[src/rtl/whp_pkg.sv]
// whp_pkg: shared types and constants of the wav header parser
// no dependencies; used by the step logic, the top level and the bench
`timescale 1ns / 1ps

package whp_pkg;

  // parse phase
  typedef enum logic [1:0] {
    PH_RIFF = 2'd0,
    PH_HDR  = 2'd1,
    PH_FMT  = 2'd2,
    PH_SKIP = 2'd3
  } phase_e;

  // result status codes
  typedef enum logic [2:0] {
    ST_OK         = 3'd0,
    ST_NOT_WAVE   = 3'd1,
    ST_FMT_SHORT  = 3'd2,
    ST_NOT_PCM    = 3'd3,
    ST_NO_FMT     = 3'd4,
    ST_TRUNCATED  = 3'd5
  } status_e;

  // four-character tags, first byte in the top lane
  localparam logic [31:0] TAG_RIFF = 32'h5249_4646;
  localparam logic [31:0] TAG_WAVE = 32'h5741_5645;
  localparam logic [31:0] TAG_FMT  = 32'h666D_7420;
  localparam logic [31:0] TAG_DATA = 32'h6461_7461;

  localparam logic [31:0] FMT_BODY_LEN = 32'd16;
  localparam logic [15:0] PCM_TAG      = 16'd1;

  // byte positions inside each phase
  localparam logic [3:0] POS_RIFF_TAG_LAST = 4'd3;
  localparam logic [3:0] POS_RIFF_LAST     = 4'd11;
  localparam logic [3:0] POS_HDR_TAG_END   = 4'd4;
  localparam logic [3:0] POS_HDR_LAST      = 4'd7;
  localparam logic [3:0] POS_FMT_TAG_END   = 4'd2;
  localparam logic [3:0] POS_FMT_CH_HI     = 4'd3;
  localparam logic [3:0] POS_FMT_RATE_LO   = 4'd4;
  localparam logic [3:0] POS_FMT_RATE_END  = 4'd8;
  localparam logic [3:0] POS_FMT_BITS_LO   = 4'd14;
  localparam logic [3:0] POS_FMT_LAST      = 4'd15;

  // parser state
  typedef struct packed {
    phase_e      phase;
    logic [3:0]  byte_position;
    logic [31:0] tag_shift;
    logic [31:0] chunk_length;
    logic [31:0] skip_remaining;
    logic        pad_pending;
    logic        format_seen;
    logic [15:0] channels_held;
    logic [31:0] rate_held;
    logic [15:0] bits_held;
    logic        finished;
  } parse_state_t;

  localparam parse_state_t PARSE_CLEAR = '{
    phase:          PH_RIFF,
    byte_position:  4'd0,
    tag_shift:      32'd0,
    chunk_length:   32'd0,
    skip_remaining: 32'd0,
    pad_pending:    1'b0,
    format_seen:    1'b0,
    channels_held:  16'd0,
    rate_held:      32'd0,
    bits_held:      16'd0,
    finished:       1'b0
  };

  // one result word
  typedef struct packed {
    status_e     status;
    logic [15:0] channel_count;
    logic [31:0] samp_rate;
    logic [15:0] sample_bits;
    logic [31:0] data_size;
  } result_t;

endpackage

[src/rtl/whp_byte_if.sv]
// whp_byte_if: input channel of the wav header parser, one file byte per word
// depends on nothing
`timescale 1ns / 1ps

interface whp_byte_if;
  logic       valid;
  logic       ready;
  logic [7:0] file_byte;
  logic       first_byte;
  logic       end_of_file;

  modport source (output valid, output file_byte, output first_byte, output end_of_file,
                  input ready);
  modport sink   (input valid, input file_byte, input first_byte, input end_of_file,
                  output ready);
endinterface

[src/rtl/whp_result_if.sv]
// whp_result_if: result channel of the wav header parser, at most one status word per file
// depends on nothing
`timescale 1ns / 1ps

interface whp_result_if;
  logic        valid;
  logic        ready;
  logic [2:0]  status;
  logic [15:0] channel_count;
  logic [31:0] samp_rate;
  logic [15:0] sample_bits;
  logic [31:0] data_size;

  modport source (output valid, output status, output channel_count, output samp_rate,
                  output sample_bits, output data_size, input ready);
  modport sink   (input valid, input status, input channel_count, input samp_rate,
                  input sample_bits, input data_size, output ready);
endinterface

[src/rtl/wav_header_parser.sv]
// wav_header_parser: RIFF/WAVE PCM header parser, top level
// depends on whp_pkg, whp_byte_if, whp_result_if and whp_step
//
// Usage:
//   byte_i carries the file one byte per word, with first_byte marking the
//   start of a new file and end_of_file marking the last byte available.
//   result_o carries at most one status word per file: ok with channels,
//   sample rate, bits per sample and data chunk size, or an error code with
//   all other fields zero. Bytes after the status word are dropped until the
//   next word with first_byte set.
// Timing:
//   one byte is taken every cycle while result_o is not stalled; the parse
//   step for each byte is combinational between the input register and the
//   result register, through which the status word passes to result_o.
// Reset:
//   rst_ni clears the parser to the start-of-file state and empties both
//   registers; a file that begins without first_byte is parsed from its start.
// Stall:
//   while a status word waits on result_o with ready low, the byte in the
//   input register holds and byte_i.ready drops; no word is lost or repeated.
`timescale 1ns / 1ps

module wav_header_parser (
  input  logic                clk_i,
  input  logic                rst_ni,
  whp_byte_if.sink            byte_i,
  whp_result_if.source        result_o
);

  logic                  in_valid_q;
  logic [7:0]            in_byte_q;
  logic                  in_first_q;
  logic                  in_last_q;
  logic                  advance;
  whp_pkg::parse_state_t state_q;
  whp_pkg::parse_state_t state_d;
  logic                  emit;
  whp_pkg::result_t      res;
  whp_pkg::result_t      res_q;
  logic                  out_valid_q;
  logic                  out_valid_d;

  // handshake: process the held byte when the result register can take a word
  assign advance      = in_valid_q && (!out_valid_q || result_o.ready);
  assign byte_i.ready = !in_valid_q || advance;

  // input register
  always_ff @(posedge clk_i or negedge rst_ni) begin
    if (!rst_ni) begin
      in_valid_q <= 1'b0;
    end else if (byte_i.ready) begin
      in_valid_q <= byte_i.valid;
    end
  end

  always_ff @(posedge clk_i) begin
    if (byte_i.ready && byte_i.valid) begin
      in_byte_q  <= byte_i.file_byte;
      in_first_q <= byte_i.first_byte;
      in_last_q  <= byte_i.end_of_file;
    end
  end

  // parse step
  whp_step u_step (
    .state_i       (state_q),
    .file_byte_i   (in_byte_q),
    .first_byte_i  (in_first_q),
    .end_of_file_i (in_last_q),
    .state_o       (state_d),
    .emit_o        (emit),
    .result_o      (res)
  );

  // parser state
  always_ff @(posedge clk_i or negedge rst_ni) begin
    if (!rst_ni) begin
      state_q <= whp_pkg::PARSE_CLEAR;
    end else if (advance) begin
      state_q <= state_d;
    end
  end

  // result register
  always_comb begin
    if (advance) begin
      out_valid_d = emit;
    end else if (result_o.ready) begin
      out_valid_d = 1'b0;
    end else begin
      out_valid_d = out_valid_q;
    end
  end

  always_ff @(posedge clk_i or negedge rst_ni) begin
    if (!rst_ni) begin
      out_valid_q <= 1'b0;
    end else begin
      out_valid_q <= out_valid_d;
    end
  end

  always_ff @(posedge clk_i) begin
    if (advance && emit) begin
      res_q <= res;
    end
  end

  assign result_o.valid         = out_valid_q;
  assign result_o.status        = res_q.status;
  assign result_o.channel_count = res_q.channel_count;
  assign result_o.samp_rate     = res_q.samp_rate;
  assign result_o.sample_bits   = res_q.sample_bits;
  assign result_o.data_size     = res_q.data_size;

  // checks
  a_err_fields_zero: assert property (@(posedge clk_i) disable iff (!rst_ni)
    (out_valid_q && res_q.status != whp_pkg::ST_OK) |->
    (res_q.channel_count == 16'd0 && res_q.samp_rate == 32'd0 &&
     res_q.sample_bits == 16'd0 && res_q.data_size == 32'd0))
    else $error("error status with nonzero fields");

  a_emit_sets_finished: assert property (@(posedge clk_i) disable iff (!rst_ni)
    (advance && emit) |=> state_q.finished)
    else $error("result given without finishing the parse");

  a_quiet_after_result: assert property (@(posedge clk_i) disable iff (!rst_ni)
    (advance && state_q.finished && !in_first_q) |=> !out_valid_q)
    else $error("second result for one file");

  a_riff_pos_range: assert property (@(posedge clk_i) disable iff (!rst_ni)
    (state_q.phase == whp_pkg::PH_RIFF) |-> (state_q.byte_position <= whp_pkg::POS_RIFF_LAST))
    else $error("riff header position out of range");

  a_stall_holds_input: assert property (@(posedge clk_i) disable iff (!rst_ni)
    (in_valid_q && out_valid_q && !result_o.ready) |-> !byte_i.ready)
    else $error("byte taken while result register is stalled");

endmodule

[src/rtl/whp_step.sv]
// whp_step: combinational update of the parser state for one file byte
// depends on whp_pkg
`timescale 1ns / 1ps

module whp_step (
  input  whp_pkg::parse_state_t state_i,
  input  logic [7:0]            file_byte_i,
  input  logic                  first_byte_i,
  input  logic                  end_of_file_i,
  output whp_pkg::parse_state_t state_o,
  output logic                  emit_o,
  output whp_pkg::result_t      result_o
);

  // enter skip of a chunk body, with pad byte on odd chunk length
  function automatic whp_pkg::parse_state_t start_skip(input whp_pkg::parse_state_t s,
                                                       input logic [31:0] len);
    whp_pkg::parse_state_t r;
    r                = s;
    r.pad_pending    = s.chunk_length[0];
    r.skip_remaining = len;
    r.byte_position  = '0;
    r.phase          = (len == 32'd0 && !r.pad_pending) ? whp_pkg::PH_HDR : whp_pkg::PH_SKIP;
    return r;
  endfunction

  whp_pkg::parse_state_t cur;
  whp_pkg::parse_state_t nxt;
  whp_pkg::status_e      code;
  logic                  hit;
  logic                  ignore;
  logic [3:0]            pos;
  logic [31:0]           byte_lane;
  logic [31:0]           shifted;
  logic [31:0]           ts;
  logic [31:0]           len_n;
  logic [31:0]           skip_n;

  // restart on a first byte, ignore bytes after the result
  assign cur       = first_byte_i ? whp_pkg::PARSE_CLEAR : state_i;
  assign ignore    = !first_byte_i && state_i.finished;
  assign pos       = cur.byte_position;
  assign byte_lane = {24'd0, file_byte_i};
  assign shifted   = byte_lane << {pos[1:0], 3'b000};

  // per-phase byte handling
  always_comb begin
    nxt    = cur;
    hit    = 1'b0;
    code   = whp_pkg::ST_OK;
    ts     = {cur.tag_shift[23:0], file_byte_i};
    len_n  = cur.chunk_length | shifted;
    skip_n = cur.skip_remaining;
    unique case (cur.phase)
      whp_pkg::PH_RIFF: begin
        nxt.tag_shift = ts;
        if (pos == whp_pkg::POS_RIFF_TAG_LAST) begin
          nxt.pad_pending = (ts != whp_pkg::TAG_RIFF);
        end
        if (pos >= whp_pkg::POS_RIFF_LAST) begin
          if (nxt.pad_pending || ts != whp_pkg::TAG_WAVE) begin
            hit  = 1'b1;
            code = whp_pkg::ST_NOT_WAVE;
          end else begin
            nxt.pad_pending   = 1'b0;
            nxt.phase         = whp_pkg::PH_HDR;
            nxt.byte_position = '0;
          end
        end else begin
          nxt.byte_position = pos + 4'd1;
        end
      end
      whp_pkg::PH_HDR: begin
        if (pos < whp_pkg::POS_HDR_TAG_END) begin
          nxt.tag_shift = ts;
          if (pos == 4'd0) begin
            nxt.chunk_length = '0;
          end
          nxt.byte_position = pos + 4'd1;
        end else begin
          nxt.chunk_length = len_n;
          if (pos < whp_pkg::POS_HDR_LAST) begin
            nxt.byte_position = pos + 4'd1;
          end else if (cur.tag_shift == whp_pkg::TAG_FMT) begin
            if (len_n < whp_pkg::FMT_BODY_LEN) begin
              hit  = 1'b1;
              code = whp_pkg::ST_FMT_SHORT;
            end else begin
              nxt.phase         = whp_pkg::PH_FMT;
              nxt.byte_position = '0;
              nxt.tag_shift     = '0;
            end
          end else if (cur.tag_shift == whp_pkg::TAG_DATA) begin
            hit  = 1'b1;
            code = cur.format_seen ? whp_pkg::ST_OK : whp_pkg::ST_NO_FMT;
          end else begin
            nxt = start_skip(nxt, len_n);
          end
        end
      end
      whp_pkg::PH_FMT: begin
        // format tag, channels, rate and bits fields of the fmt body
        if (pos < whp_pkg::POS_FMT_TAG_END) begin
          nxt.tag_shift = cur.tag_shift | shifted;
        end else if (pos < whp_pkg::POS_FMT_RATE_LO) begin
          nxt.channels_held = (pos == whp_pkg::POS_FMT_CH_HI) ?
                              {file_byte_i, cur.channels_held[7:0]} : {8'd0, file_byte_i};
        end else if (pos < whp_pkg::POS_FMT_RATE_END) begin
          nxt.rate_held = (pos == whp_pkg::POS_FMT_RATE_LO) ? byte_lane
                                                             : (cur.rate_held | shifted);
        end else if (pos >= whp_pkg::POS_FMT_BITS_LO) begin
          nxt.bits_held = (pos == whp_pkg::POS_FMT_LAST) ?
                          {file_byte_i, cur.bits_held[7:0]} : {8'd0, file_byte_i};
        end
        if (pos < whp_pkg::POS_FMT_LAST) begin
          nxt.byte_position = pos + 4'd1;
        end else if (cur.tag_shift[15:0] != whp_pkg::PCM_TAG) begin
          hit  = 1'b1;
          code = whp_pkg::ST_NOT_PCM;
        end else begin
          nxt.format_seen = 1'b1;
          nxt = start_skip(nxt, cur.chunk_length - whp_pkg::FMT_BODY_LEN);
        end
      end
      whp_pkg::PH_SKIP: begin
        if (cur.skip_remaining != 32'd0) begin
          skip_n = cur.skip_remaining - 32'd1;
        end else begin
          nxt.pad_pending = 1'b0;
        end
        nxt.skip_remaining = skip_n;
        if (skip_n == 32'd0 && !nxt.pad_pending) begin
          nxt.phase         = whp_pkg::PH_HDR;
          nxt.byte_position = '0;
        end
      end
      default: begin
        nxt = cur;
      end
    endcase
    // early end of input
    if (!hit && end_of_file_i) begin
      hit  = 1'b1;
      code = whp_pkg::ST_TRUNCATED;
    end
    if (hit) begin
      nxt.finished = 1'b1;
    end
  end

  // result word and state hand-off
  always_comb begin
    result_o.status = code;
    if (code == whp_pkg::ST_OK) begin
      result_o.channel_count = nxt.channels_held;
      result_o.samp_rate     = nxt.rate_held;
      result_o.sample_bits   = nxt.bits_held;
      result_o.data_size     = len_n;
    end else begin
      result_o.channel_count = '0;
      result_o.samp_rate     = '0;
      result_o.sample_bits   = '0;
      result_o.data_size     = '0;
    end
    state_o = ignore ? state_i : nxt;
    emit_o  = hit && !ignore;
  end

endmodule

[src/flat_wrapper.sv]
// flat-port wrapper written by rule: the top's interface ports become plain ports
module wav_header_parser_flat 
  (clk_i, rst_ni, byte_i_valid, byte_i_file_byte, byte_i_first_byte, byte_i_end_of_file, byte_i_ready, result_o_valid, result_o_status, result_o_channel_count, result_o_samp_rate, result_o_sample_bits, result_o_data_size, result_o_ready);
  whp_byte_if byte_i_i ();
  whp_result_if result_o_i ();
  input  logic clk_i;
  input  logic rst_ni;
  input wire logic [$bits(byte_i_i.valid)-1:0] byte_i_valid;
  input wire logic [$bits(byte_i_i.file_byte)-1:0] byte_i_file_byte;
  input wire logic [$bits(byte_i_i.first_byte)-1:0] byte_i_first_byte;
  input wire logic [$bits(byte_i_i.end_of_file)-1:0] byte_i_end_of_file;
  output wire logic [$bits(byte_i_i.ready)-1:0] byte_i_ready;
  output wire logic [$bits(result_o_i.valid)-1:0] result_o_valid;
  output wire logic [$bits(result_o_i.status)-1:0] result_o_status;
  output wire logic [$bits(result_o_i.channel_count)-1:0] result_o_channel_count;
  output wire logic [$bits(result_o_i.samp_rate)-1:0] result_o_samp_rate;
  output wire logic [$bits(result_o_i.sample_bits)-1:0] result_o_sample_bits;
  output wire logic [$bits(result_o_i.data_size)-1:0] result_o_data_size;
  input wire logic [$bits(result_o_i.ready)-1:0] result_o_ready;
  assign byte_i_i.valid = byte_i_valid;
  assign byte_i_i.file_byte = byte_i_file_byte;
  assign byte_i_i.first_byte = byte_i_first_byte;
  assign byte_i_i.end_of_file = byte_i_end_of_file;
  assign byte_i_ready = byte_i_i.ready;
  assign result_o_valid = result_o_i.valid;
  assign result_o_status = result_o_i.status;
  assign result_o_channel_count = result_o_i.channel_count;
  assign result_o_samp_rate = result_o_i.samp_rate;
  assign result_o_sample_bits = result_o_i.sample_bits;
  assign result_o_data_size = result_o_i.data_size;
  assign result_o_i.ready = result_o_ready;
  wav_header_parser u_core (.clk_i(clk_i), .rst_ni(rst_ni), .byte_i(byte_i_i), .result_o(result_o_i));
endmodule
[config.mk]
export PLATFORM = sky130hd
export DESIGN_NAME = wav_header_parser_flat
export DESIGN_NICKNAME = d
export VERILOG_FILES = /design/src/rtl/whp_pkg.sv /design/src/rtl/whp_byte_if.sv /design/src/rtl/whp_result_if.sv /design/src/rtl/wav_header_parser.sv /design/src/rtl/whp_step.sv /design/src/flat_wrapper.sv
export SDC_FILE = /design/constraint.sdc
export NUM_CORES = 1
export LEC_CHECK = 0
export BUFFER_PORTS_ARGS = -buffer_cell sky130_fd_sc_hd__buf_4
export CORE_UTILIZATION = 50
export CTS_CLUSTER_DIAMETER = 120
export CTS_CLUSTER_SIZE = 30
export DETAILED_ROUTE_END_ITERATION = 10
export GPL_ROUTABILITY_DRIVEN = 0
export PLACE_DENSITY = 0.68
export SLEW_MARGIN = 20
export SYNTH_ARGS = -nofsm -noshare
export SYNTH_HDL_FRONTEND = slang
export SYNTH_HIERARCHICAL = 1
export SYNTH_SLANG_ARGS = --single-unit
[constraint.sdc]
create_clock -name clk_i -period 8.6 [get_ports clk_i]
set_input_delay 1.72 -clock clk_i [delete_from_list [all_inputs] [get_ports clk_i]]
set_output_delay 1.72 -clock clk_i [all_outputs]
set_load 0.01 [all_outputs]
# Word level (Yosys, flattened, before mapping)
# Index checks and enable logic that the tools add are counted.
dict set report totals {
  regBits 280
  input_bits 14
  out_inout_bits 101
  elab_cells 153
}
dict set report op_classes {
  n_reduce_logical 29
  order_cmp 8
  n_shift 1
  bitwise_logic 4
  muxes 76
  add_sub_neg 3
  n_eq_ne 11
}
# operator n
set op_table {}
lappend op_table {{$mux 169} 7}
lappend op_table {{$mux 163} 2}
lappend op_table {{$mux 32} 6}
lappend op_table {{$pmux 32 s3} 2}
lappend op_table {{$pmux 66 s2} 1}
lappend op_table {{$mux 131} 1}
lappend op_table {{$mux 99} 1}
lappend op_table {{$logic_not 32->1} 3}
lappend op_table {{$or 32x32->32} 3}
lappend op_table {{$mux 16} 5}
lappend op_table {{$mux 38} 2}
lappend op_table {{$mux 68} 1}
lappend op_table {{$eq 32x31->1 const B} 2}
lappend op_table {{$mux 64} 1}
lappend op_table {{$ne 32x31->1 const B} 2}
lappend op_table {{$pmux 32 s2} 1}
lappend op_table {{$mux 48} 1}
lappend op_table {{$lt 32x5->1 const B} 1}
lappend op_table {{$reduce_bool 32->1} 1}
lappend op_table {{$shl 8x5->32} 1}
lappend op_table {{$sub 32x1->32 const B} 1}
lappend op_table {{$sub 32x5->32 const B} 1}
lappend op_table {{$pmux 6 s4} 1}
lappend op_table {{$mux 1} 21}
lappend op_table {{other kinds (27)} 64}

# Depth between registers and ports, before layout
# Gate-level depths: netlist of run 1.
dict set report depth {
  word_depth 16
  ltp_mapped 17
  ltp_nobuf 14
}

# Cells and area by module
# Netlist of run 1, hierarchy kept.
# mod cells_each instances area_each_um2
set by_module_without_submodules {}
lappend by_module_without_submodules {wav_header_parser 476 1 10060.9}
lappend by_module_without_submodules {whp_step 1426 1 7773.7}

# Least setup slack after synthesis of run 1
# No wires, ideal clock.
dict set report synth_timing {
  path_kind {register -> register}
  start {register u_core/state_q[163] in the netlist's numbering}
  end {register u_core.res_q, in the netlist u_core/result_o.channel_count[0] (enable)}
  stages_incl_launch_ff 13
  arrival_time_ps 6611
  path_slack_ps 1432
  setup_ps 557
  path_buffers 2
  required_time_ps 8043
  path_cell_list {dfrtp_1 > clkbuf_1 > clkbuf_1 > a31oi_1 > nor2_1 > a211oi_1 > nor4bb_1 > nand3_1 > a211oi_1 > nor4_1 > nor2_1 > nand2_1 > nor2_1}
}
dict set report synth_between {
  elab_chain_cells 14
  word_cells_on_any_way 25
  cone_classes {order compare: 5; eq/ne: 1; shift: 1; mux: 12; bitwise: 1; reduce/logical: 5}
}
# item line
set synth_lines {}
lappend synth_lines {{from (decl)} wav_header_parser.sv:35} ;# whp_pkg::parse_state_t state_q;
lappend synth_lines {{from (signal assigned)} wav_header_parser.sv:78} ;# state_q <= whp_pkg::PARSE_CLEAR;
lappend synth_lines {{from (signal assigned)} wav_header_parser.sv:80} ;# state_q <= state_d;
lappend synth_lines {{$mux 169 *} whp_step.sv:40} ;# assign cur = first_byte_i ? whp_pkg::PARSE_CLEAR : state_i;
lappend synth_lines {{$shl 8x5->32} whp_step.sv:44} ;# assign shifted = byte_lane << {pos[1:0], 3'b000};
lappend synth_lines {{$or 32x32->32} whp_step.sv:52} ;# len_n = cur.chunk_length | shifted;
lappend synth_lines {{$lt 32x5->1} whp_step.sv:85} ;# if (len_n < whp_pkg::FMT_BODY_LEN) begin
lappend synth_lines {{$mux 1} whp_step.sv:85}
lappend synth_lines {{$mux 1} whp_step.sv:84} ;# end else if (cur.tag_shift == whp_pkg::TAG_FMT) begin
lappend synth_lines {{$mux 1} whp_step.sv:82} ;# if (pos < whp_pkg::POS_HDR_LAST) begin
lappend synth_lines {{$mux 1} whp_step.sv:74} ;# if (pos < whp_pkg::POS_HDR_TAG_END) begin
lappend synth_lines {{$pmux 1 s3 *} whp_step.sv:54} ;# unique case (cur.phase)
lappend synth_lines {{$logic_not 1->1} whp_step.sv:142} ;# if (!hit && end_of_file_i) begin
lappend synth_lines {{$logic_and 1x1->1} whp_step.sv:142}
lappend synth_lines {{$mux 1 *} whp_step.sv:142}
lappend synth_lines {{$logic_and 1x1->1 *} whp_step.sv:166} ;# emit_o = hit && !ignore;
lappend synth_lines {{net u_core.emit} wav_header_parser.sv:37} ;# logic emit;
lappend synth_lines {{$logic_and 1x1->1 *} wav_header_parser.sv:104} ;# if (advance && emit) begin
lappend synth_lines {{to (signal assigned)} wav_header_parser.sv:105} ;# res_q <= res;
lappend synth_lines {{to (decl)} wav_header_parser.sv:39} ;# whp_pkg::result_t res_q;
# Mark *: on every way through the listed nets, which the timed path passes. The rest lies on a longest branch. The select of a mux whose other input is x is not followed.
# A chain may end at the register's enable or synchronous reset.

# Worst setup path in the final report of run 1
dict set report layout_timing {
  start {register u_core.in_first_q}
  end {register u_core/state_q[168] in the netlist's numbering}
}
dict set report layout_between {
  elab_chain_cells 15
  word_cells_on_any_way 58
  cone_classes {add/sub: 2; order compare: 5; eq/ne: 9; shift: 1; mux: 24; bitwise: 2; reduce/logical: 15}
}
# item line
set layout_lines {}
lappend layout_lines {{from (decl)} wav_header_parser.sv:32} ;# logic in_first_q;
lappend layout_lines {{from (signal assigned)} wav_header_parser.sv:59} ;# in_first_q <= byte_i.first_byte;
lappend layout_lines {{$mux 169} whp_step.sv:40}
lappend layout_lines {{$shl 8x5->32} whp_step.sv:44}
lappend layout_lines {{$or 32x32->32} whp_step.sv:52}
lappend layout_lines {{$logic_not 32->1 or $logic_not 1->1 (tied branches)} whp_step.sv:23} ;# r.phase = (len == 32'd0 && !r.pad_pending) ? whp_pkg::PH_HDR : whp_pkg::PH_SKIP;
lappend layout_lines {{$logic_and 1x1->1} whp_step.sv:23}
lappend layout_lines {{$mux 2} whp_step.sv:23}
lappend layout_lines {{$mux 169} whp_step.sv:93} ;# end else if (cur.tag_shift == whp_pkg::TAG_DATA) begin
lappend layout_lines {{$mux 169} whp_step.sv:84}
lappend layout_lines {{$mux 169} whp_step.sv:82}
lappend layout_lines {{$mux 169} whp_step.sv:74}
lappend layout_lines {{$mux 169} whp_step.sv:54}
lappend layout_lines {{$mux 38} whp_step.sv:84}
lappend layout_lines {{$mux 2} whp_step.sv:82}
lappend layout_lines {{$mux 2} whp_step.sv:74}
lappend layout_lines {{$pmux 6 s4} whp_step.sv:54}
# Parallel ways exist; a longest one is shown, timed or not. The select of a mux whose other input is x is not followed.

==> results of run 1 <==
-- routing by layer --
metal | track usage | part of all wire | up-vias | wire [microns]
met5 | 0 | 0 | - | 0
met4 | 0.117 | 0.041 | 0 | 2280
met3 | 0.0609 | 0.10 | 170 | 5780
met2 | 0.442 | 0.43 | 977 | 24200
met1 | 0.443 | 0.42 | 7698 | 23700
li1 | - | - | 7024 | -
-- stage by stage --
step / total power, uW / util / instance area, sq um / std cells / worst slack (ns)
after CTS: 3140 / 0.551 / 19200 / 2372 / 3.21
after floorplan: 2130 / - / 17800 / 1902 / 1.43
final: 3150 / 0.552 / 19200 / 2373 / 2.98
after detailed placement: 2390 / 0.540 / 18800 / 2350 / 3.24
after global placement: 2380 / 0.540 / 18800 / 2349 / 3.38
after global routing: 3260 / 0.552 / 19200 / 2372 / 2.71
-- kinds of logic after synthesis --
| group | share of synthesized area |
|---|---|
| simple gates | 0.191 |
| compound gates | 0.183 |
| flops | 0.423 |
| buf+inv | 0.0528 |
| mux | 0.132 |
| xor+xnor | 0.0157 |
| fa+ha+maj | 0.00210 |
-- sequential cells by signal, indices dropped and copies added, names as in the netlist --
signal	flops
u_core/result_o.data_size	32
u_core/in_valid_q	1
u_core/result_o.sample_bits	16
u_core/state_q	169
u_core/in_byte_q	8
u_core/result_o.valid	1
u_core/in_last_q	1
u_core/result_o.samp_rate	32
u_core/result_o.status	3
u_core/in_first_q	1
u_core/result_o.channel_count	16
-- power groups by stage --
stage / clock network [uW] / logic (uW) / registers, uW
final: 750 / 793 / 1600
after global routing: 807 / 835 / 1610
after CTS: 771 / 770 / 1600
after detailed placement: 0 / 766 / 1620
after global placement: 0 / 752 / 1620
after floorplan: 0 / 522 / 1610
-- cell type report --
type                            count  area, sq um
Sequential cell                   280         7550
Clock inverter                      2         28.8
Clock buffer                       20          362
Antenna cell                        1         2.50
Tap cell                          455          569
Inverter                           35          134
Multi-Input combinational cell   1433         9420
Timing Repair Buffer              147         1140
Fill cell                        3073        15600
-- cell usage in the layout (no fill, tap or decap), drive strengths merged, types with 11 or more instances in the layout --
| cell | count |
|---|---|
| edfxtp | 109 |
| o21ai | 107 |
| inv | 37 |
| a211oi | 12 |
| clkbuf | 20 |
| or3 | 15 |
| a22o | 48 |
| buf | 147 |
| nor2 | 213 |
| xor2 | 11 |
| dfrtp | 171 |
| nor4 | 40 |
| mux2 | 171 |
| a21oi | 172 |
| a31oi | 32 |
| nand2 | 198 |
| nand3 | 84 |
| and3 | 17 |
| xnor2 | 21 |
| nand4 | 13 |
| nor3 | 52 |
| a22oi | 27 |
-- worst max path at each step --
stage                                    startpoint                                     endpoint  slack (ns)  depth (start not counted)
floorplan           u_core/state_q[163]$_DFFE_PN0P_   u_core/result_o.channel_count[0]$_DFFE_PP_        1.43                         12
global placement        u_core/in_first_q$_DFFE_PP_              u_core/state_q[168]$_DFFE_PN0P_        3.38                         14
detailed placement      u_core/in_first_q$_DFFE_PP_              u_core/state_q[168]$_DFFE_PN0P_        3.24                         14
CTS                     u_core/in_first_q$_DFFE_PP_              u_core/state_q[168]$_DFFE_PN0P_        3.21                         14
global route            u_core/in_first_q$_DFFE_PP_  u_core/result_o.channel_count[14]$_DFFE_PP_        2.71                         14
finish                  u_core/in_first_q$_DFFE_PP_              u_core/state_q[168]$_DFFE_PN0P_        2.98                         14
==> impl_results.md, run 1 <==
* Net Switching at around 1100 uW
* Worst Hold Path Cells at 1
* Post-route ant nets at 0
* GRT Total Usage at 0.304
* GRT overflow at 0
* CTS root buffer: clkbuf_16
* R2R Path Start: u_core/in_first_q$_DFFE_PP_
* Clock Sinks at 280
* Hold WC Path Type: flip-flop to flip-flop
* First-pass GRT wire length at 86800 microns
* FF-to-FF setup slack at 2.98 ns
* CTS resizes at 0
* Internal at 2080 uW
* Hold Path End: u_core/state_q[3]$_DFFE_PN0P_
* Detailed Route Iter0 Violations at 2326
* Worst path max stage delay at between 0.6 and 0.7 ns
* Most used cell, CP: o211ai_1
* Worst path top cell family by delay: simple AND/OR/NAND/NOR gates
* RSZ-0062 raised after global routing: false
* Die Y at 191 microns
* Worst-Margin Slew at ~1.1 ns
* Bufs and invs on worst path at 2
* Layout cell share with drive strength beyond 1 at 0.193
* Hold_sp: u_core/state_q[3]$_DFFE_PN0P_
* Seq pwr share at 0.509
* Fin. Hold Viols at 0
* Hold buffers post-CTS at 0
* Core area at 0.0348 sq mm
* CP Capture Type: flip-flop
* FF-to-FF path depth at 14
* Final TNS setup at 0 ns
* Avg Inst Size Synth at 9.38 sq um
* Largest net degree at the start of global routing at 153
* Post-synth net total at 1919
* Num CTS Buffers at 13
* Final Setup Violations at 0
* Max-slew headroom at 0.297
* PortBufs at 114
* Vias per Instance at 6.69
* Clock transition at path regs at ~0.13 ns
* Clk buf depth at 3
* Crit path max fanout at 152
* Register bit total from synthesis at 280
* Most numerous cell in the Yosys netlist: nor2_1
* Tmin final at between 5 and 6 ns
* WS Path Type: flip-flop to flip-flop
* Die W at about 190 microns
* Part of the Yosys area used for sequential elements at 0.423
* Clock power share at 0.239
* Worst EP required at 9.04 ns
* Fmax at 178 MHz
* Pre-antenna DRT Iters at 6
* Synth Instances at 1902
* Clock skew at between 0.05 and 0.06 ns
* Starting Density at 0.513
* DR vias at 15869
* WP data arrival at 6.06 ns
* DR DRC count at 0
* Drt wl/cell at 23.6 microns
* Power Density at 164 mW/mm^2
* Row count at 68
* Syn-to-layout area delta at 7.70%
* CTS tree: built
* Ys flop type: dfrtp_1
* Initial antenna violation count at 2
* Yosys warnings at 6
* Period Utilization, post-route at 0.653
* Die footprint at 0.0364 sq mm
* Vias in the first global route at 14664
* Outcome: finished clean
* Slew Viols, Final at 0
* Yosys top cell by area: dfrtp_1
* Top cell type's share of synthesized area at 0.240
* Io pins at 115
* Worst-Skew Late Latency at 0.54 ns
* Max cap viols at 0
* Final #Nets at 1927
* CP startpoint kind: flip-flop
* Unique masters post-synth at 86
* R2r endpoint: u_core/state_q[168]$_DFFE_PN0P_
* Leakage at around 0.0079 uW
* Post-Syn Area at 0.0178 sq mm
* Hold_ws at around 0.52 ns
* Peak supply drop at 0.000150 V
* H-tree depth at 1
* DP HPWL at 36500 microns
* Postcts setup bufs at 0
* EDFF count, synth at 109
* Sw Share at 0.339
* CP Cell Sequence: buf_12, inv_4, nand2_1, ha_1, nor3b_1, o211ai_1, o32ai_1, xor2_1, or4_1, nor4_2, nand4b_1, o41ai_4, o211ai_1, mux2_2
* Synth area leaders: dfrtp_1 24%, edfxtp_1 18%, mux2_4 8.4%
* Asr flop ratio synth at 0.611
* Slowest-stage cell, CP: o41ai_4
* Total Wirelength at 56000 microns
* Commonest cells post-synth: 213 x nor2_1, 196 x nand2_1, 172 x a21oi_1
* Comb pwr share at 0.252
Power figures use the tool's default switching activity.
==> run 2: changes to the inputs <==
==> constraint.sdc (replaced) <==
create_clock -name clk_i -period 5.7 [get_ports clk_i]
set_input_delay 1.14 -clock clk_i [delete_from_list [all_inputs] [get_ports clk_i]]
set_output_delay 1.14 -clock clk_i [all_outputs]
set_load 0.01 [all_outputs]
==> run 2 against run 1 <==
Effect of this change:
- sequential power increased by 52%
- clock-buffer cell count decreased by 1
- core utilization is 0.14 points higher
- sequential share of layout area decreased by 0.097 points
- combinational power increased by 49%
- clock skew decreased by 0.020 ns
- first-iteration DRC count decreased by 2.4%
- worst setup slack worse by 2.2 ns
- clock power rose by 48%
- critical path type unchanged
==> impl_results.md, run 2 (same netlist as run 1, synthesis figures left out) <==
* Peak supply drop at 0.000214 V (was 0.000150 V)
* Fin. Hold Viols at 0 (unchanged)
* Number of flip-flops in the largest register at 169 (unchanged)
* CTS resizes at 0 (unchanged)
* Max-slew headroom at 0.248 (was 0.297)
* Power Density at 245 mW/mm^2 (was 164 mW/mm^2)
* Clock transition at path regs at 0.12 ns (was 0.13 ns)
* PortBufs at 114 (unchanged)
* Clk buf depth at 3 (unchanged)
* Vias per Instance at 6.76 (was 6.69)
* Die W at 191 microns (unchanged)
* Slew Viols, Final at 0 (unchanged)
* CTS tree: built (unchanged)
* Hold buffers post-CTS at 0 (unchanged)
* DP HPWL at 37300 microns (was 36500 microns)
* Clock power share at 0.235 (was 0.239)
* Die footprint at 0.0364 sq mm (unchanged)
* Worst path max stage delay at 0.62 ns (was 0.64 ns)
* RSZ-0062 raised after global routing: false (unchanged)
* Row count at 68 (unchanged)
* WS Path Type: flip-flop to flip-flop (unchanged)
* Die Y at 191 microns (unchanged)
* Slowest-stage cell, CP: nor3b_1 (was o41ai_4)
* CP Capture Type: flip-flop (unchanged)
* Layout cell share with drive strength beyond 1 at 0.196 (was 0.193)
* Tmin final at 4.90 ns (was 5.62 ns)
* Most frequent cells in the layout: 212 x nor2_1, 196 x nand2_1, 172 x a21oi_1 (was 210 x nor2_1, 196 x nand2_1, 172 x a21oi_1)
* Sw Share at 0.338 (was 0.339)
* Outcome: finished clean (unchanged)
* DP Worst Slack at 0.960 ns (was 3.24 ns)
* CP Cell Sequence: inv_4, nand2_1, ha_1, nor3b_1, o211ai_1, o32ai_1, xor2_1, or4_1, nor4_2, nand4b_1, o41ai_4, a31oi_1, mux2_2 (was buf_12, inv_4, nand2_1, ha_1, nor3b_1, o211ai_1, o32ai_1, xor2_1, or4_1, nor4_2, nand4b_1, o41ai_4, o211ai_1, mux2_2)
* CTS root buffer: clkbuf_16 (unchanged)
* Pre-antenna DRT Iters at 6 (unchanged)
* Final #Nets at 1939 (was 1927)
* CP startpoint kind: flip-flop (unchanged)
* Largest Register: u_core/state_q (unchanged)
* Worst-Skew Late Latency at 0.52 ns (was 0.54 ns)
* H-tree depth at 1 (unchanged)
* Core area at 0.0348 sq mm (unchanged)
* Worst EP required at 6.11 ns (was 9.04 ns)
* DR DRC count at 0 (unchanged)
* Final setup margin at 0.801 ns (was 2.98 ns)
* Leakage at 0.00797 uW (was 0.00793 uW)
* Seq pwr share at 0.514 (was 0.509)
* Initial antenna violation count at 0 (was 2)
* Hold WC Path Type: flip-flop to flip-flop (unchanged)
* Syn-to-layout area delta at 7.97% (was 7.70%)
* Largest net degree at the start of global routing at 94 (was 153)
* Final Setup Violations at 0 (unchanged)
* Net Switching at 1600 uW (was 1070 uW)
* Internal at 3130 uW (was 2080 uW)
* Final TNS setup at 0 ns (unchanged)
* Post-route ant nets at 0 (unchanged)
* GRT overflow at 0 (unchanged)
* Clock Sinks at 280 (unchanged)
* Clock skew at 0.0384 ns (was 0.0583 ns)
* Detailed Route Iter0 Violations at 2271 (was 2326)
* DR vias at 16108 (was 15869)
* Io pins at 115 (unchanged)
* Postcts setup bufs at 0 (unchanged)
* Crit path max fanout at 29 (was 152)
* Starting Density at 0.513 (unchanged)
* Commonest non-fill, non-tap cell in the layout: nor2_1 (unchanged)
* Total Wirelength at 56100 microns (was 56000 microns)
* WP data arrival at 5.31 ns (was 6.06 ns)
* Period Utilization, post-route at 0.860 (was 0.653)
* GRT Total Usage at 0.303 (was 0.304)
* Worst-Margin Slew at 1.12 ns (was 1.05 ns)
* Num CTS Buffers at 13 (unchanged)
* Vias in the first global route at 14830 (was 14664)
* # diodes at 0 (was 1)
* Drt wl/cell at 23.5 microns (was 23.6 microns)
* First-pass GRT wire length at 86300 microns (was 86800 microns)
* Comb pwr share at 0.250 (was 0.252)
* Max cap viols at 0 (unchanged)
* Fmax at 204 MHz (was 178 MHz)
[run 2: path summary, 6_finish.rpt]
path,start,end,depth (start not counted),slack (ns)
min in group asynchronous,rst_ni,u_core/in_valid_q$_DFFE_PN0P_,1,0.71
setup / recovery,u_core/in_first_q$_DFFE_PP_,u_core/state_q[163]$_DFFE_PN0P_,13,0.80
hold / removal,u_core/state_q[5]$_DFFE_PN0P_,u_core/state_q[5]$_DFFE_PN0P_,1,0.52
max in group asynchronous,rst_ni,u_core/state_q[49]$_DFFE_PN0P_,2,3.70
setup reg to reg,u_core/in_first_q$_DFFE_PP_,u_core/state_q[163]$_DFFE_PN0P_,13,0.80
hold reg to reg,u_core/state_q[5]$_DFFE_PN0P_,u_core/state_q[5]$_DFFE_PN0P_,1,0.52
[run 2: worst max-delay path, delay by kind of cell, from the launching register on]
family | cells | cell delay [ns]
muxes | 1 | 0.29
xor gates and xnor gates | 1 | 0.14
DFF | 1 | 0.58
adders and majority gates | 1 | 0.38
and+or+nand+nor | 5 | 1.74
buffers and inverters | 1 | 0.23
AOI/OAI and AO/OA | 4 | 1.42
[run 2: layer usage]
| metal | wire (microns) | track usage | up-vias |
|---|---|---|---|
| met5 | 0 | 0 | - |
| met4 | 2190 | 0.110 | 0 |
| met3 | 5790 | 0.0550 | 188 |
| met2 | 24500 | 0.442 | 996 |
| met1 | 23600 | 0.445 | 7875 |
| li1 | - | - | 7049 |
[run 2: cell type report]
class	instances	area [sq um]
Clock inverter	2	22.5
Clock buffer	19	348
Multi-Input combinational cell	1433	9400
Tap cell	455	569
Timing Repair Buffer	159	1230
Sequential cell	280	7550
Fill cell	3080	15500
Inverter	35	134
[run 2: stage by stage]
stage	power [uW]	instance area [sq um]	hold WS, ns	cells	util
finish	4720	19300	0.519	2383	0.553
global route	4900	19300	0.545	2383	0.553
CTS	4720	19200	0.520	2382	0.553
detailed placement	3610	18900	0.494	2361	0.542
global placement	3600	18900	0.486	2361	0.542
floorplan	3210	17800	0.476	1902	-
[run 2: power groups by stage]
stage	sequential [uW]	clock, uW	combinational [uW]
finish	2430	1110	1180
global route	2450	1200	1250
CTS	2430	1140	1150
detailed placement	2470	0	1140
global placement	2470	0	1130
floorplan	2420	0	789
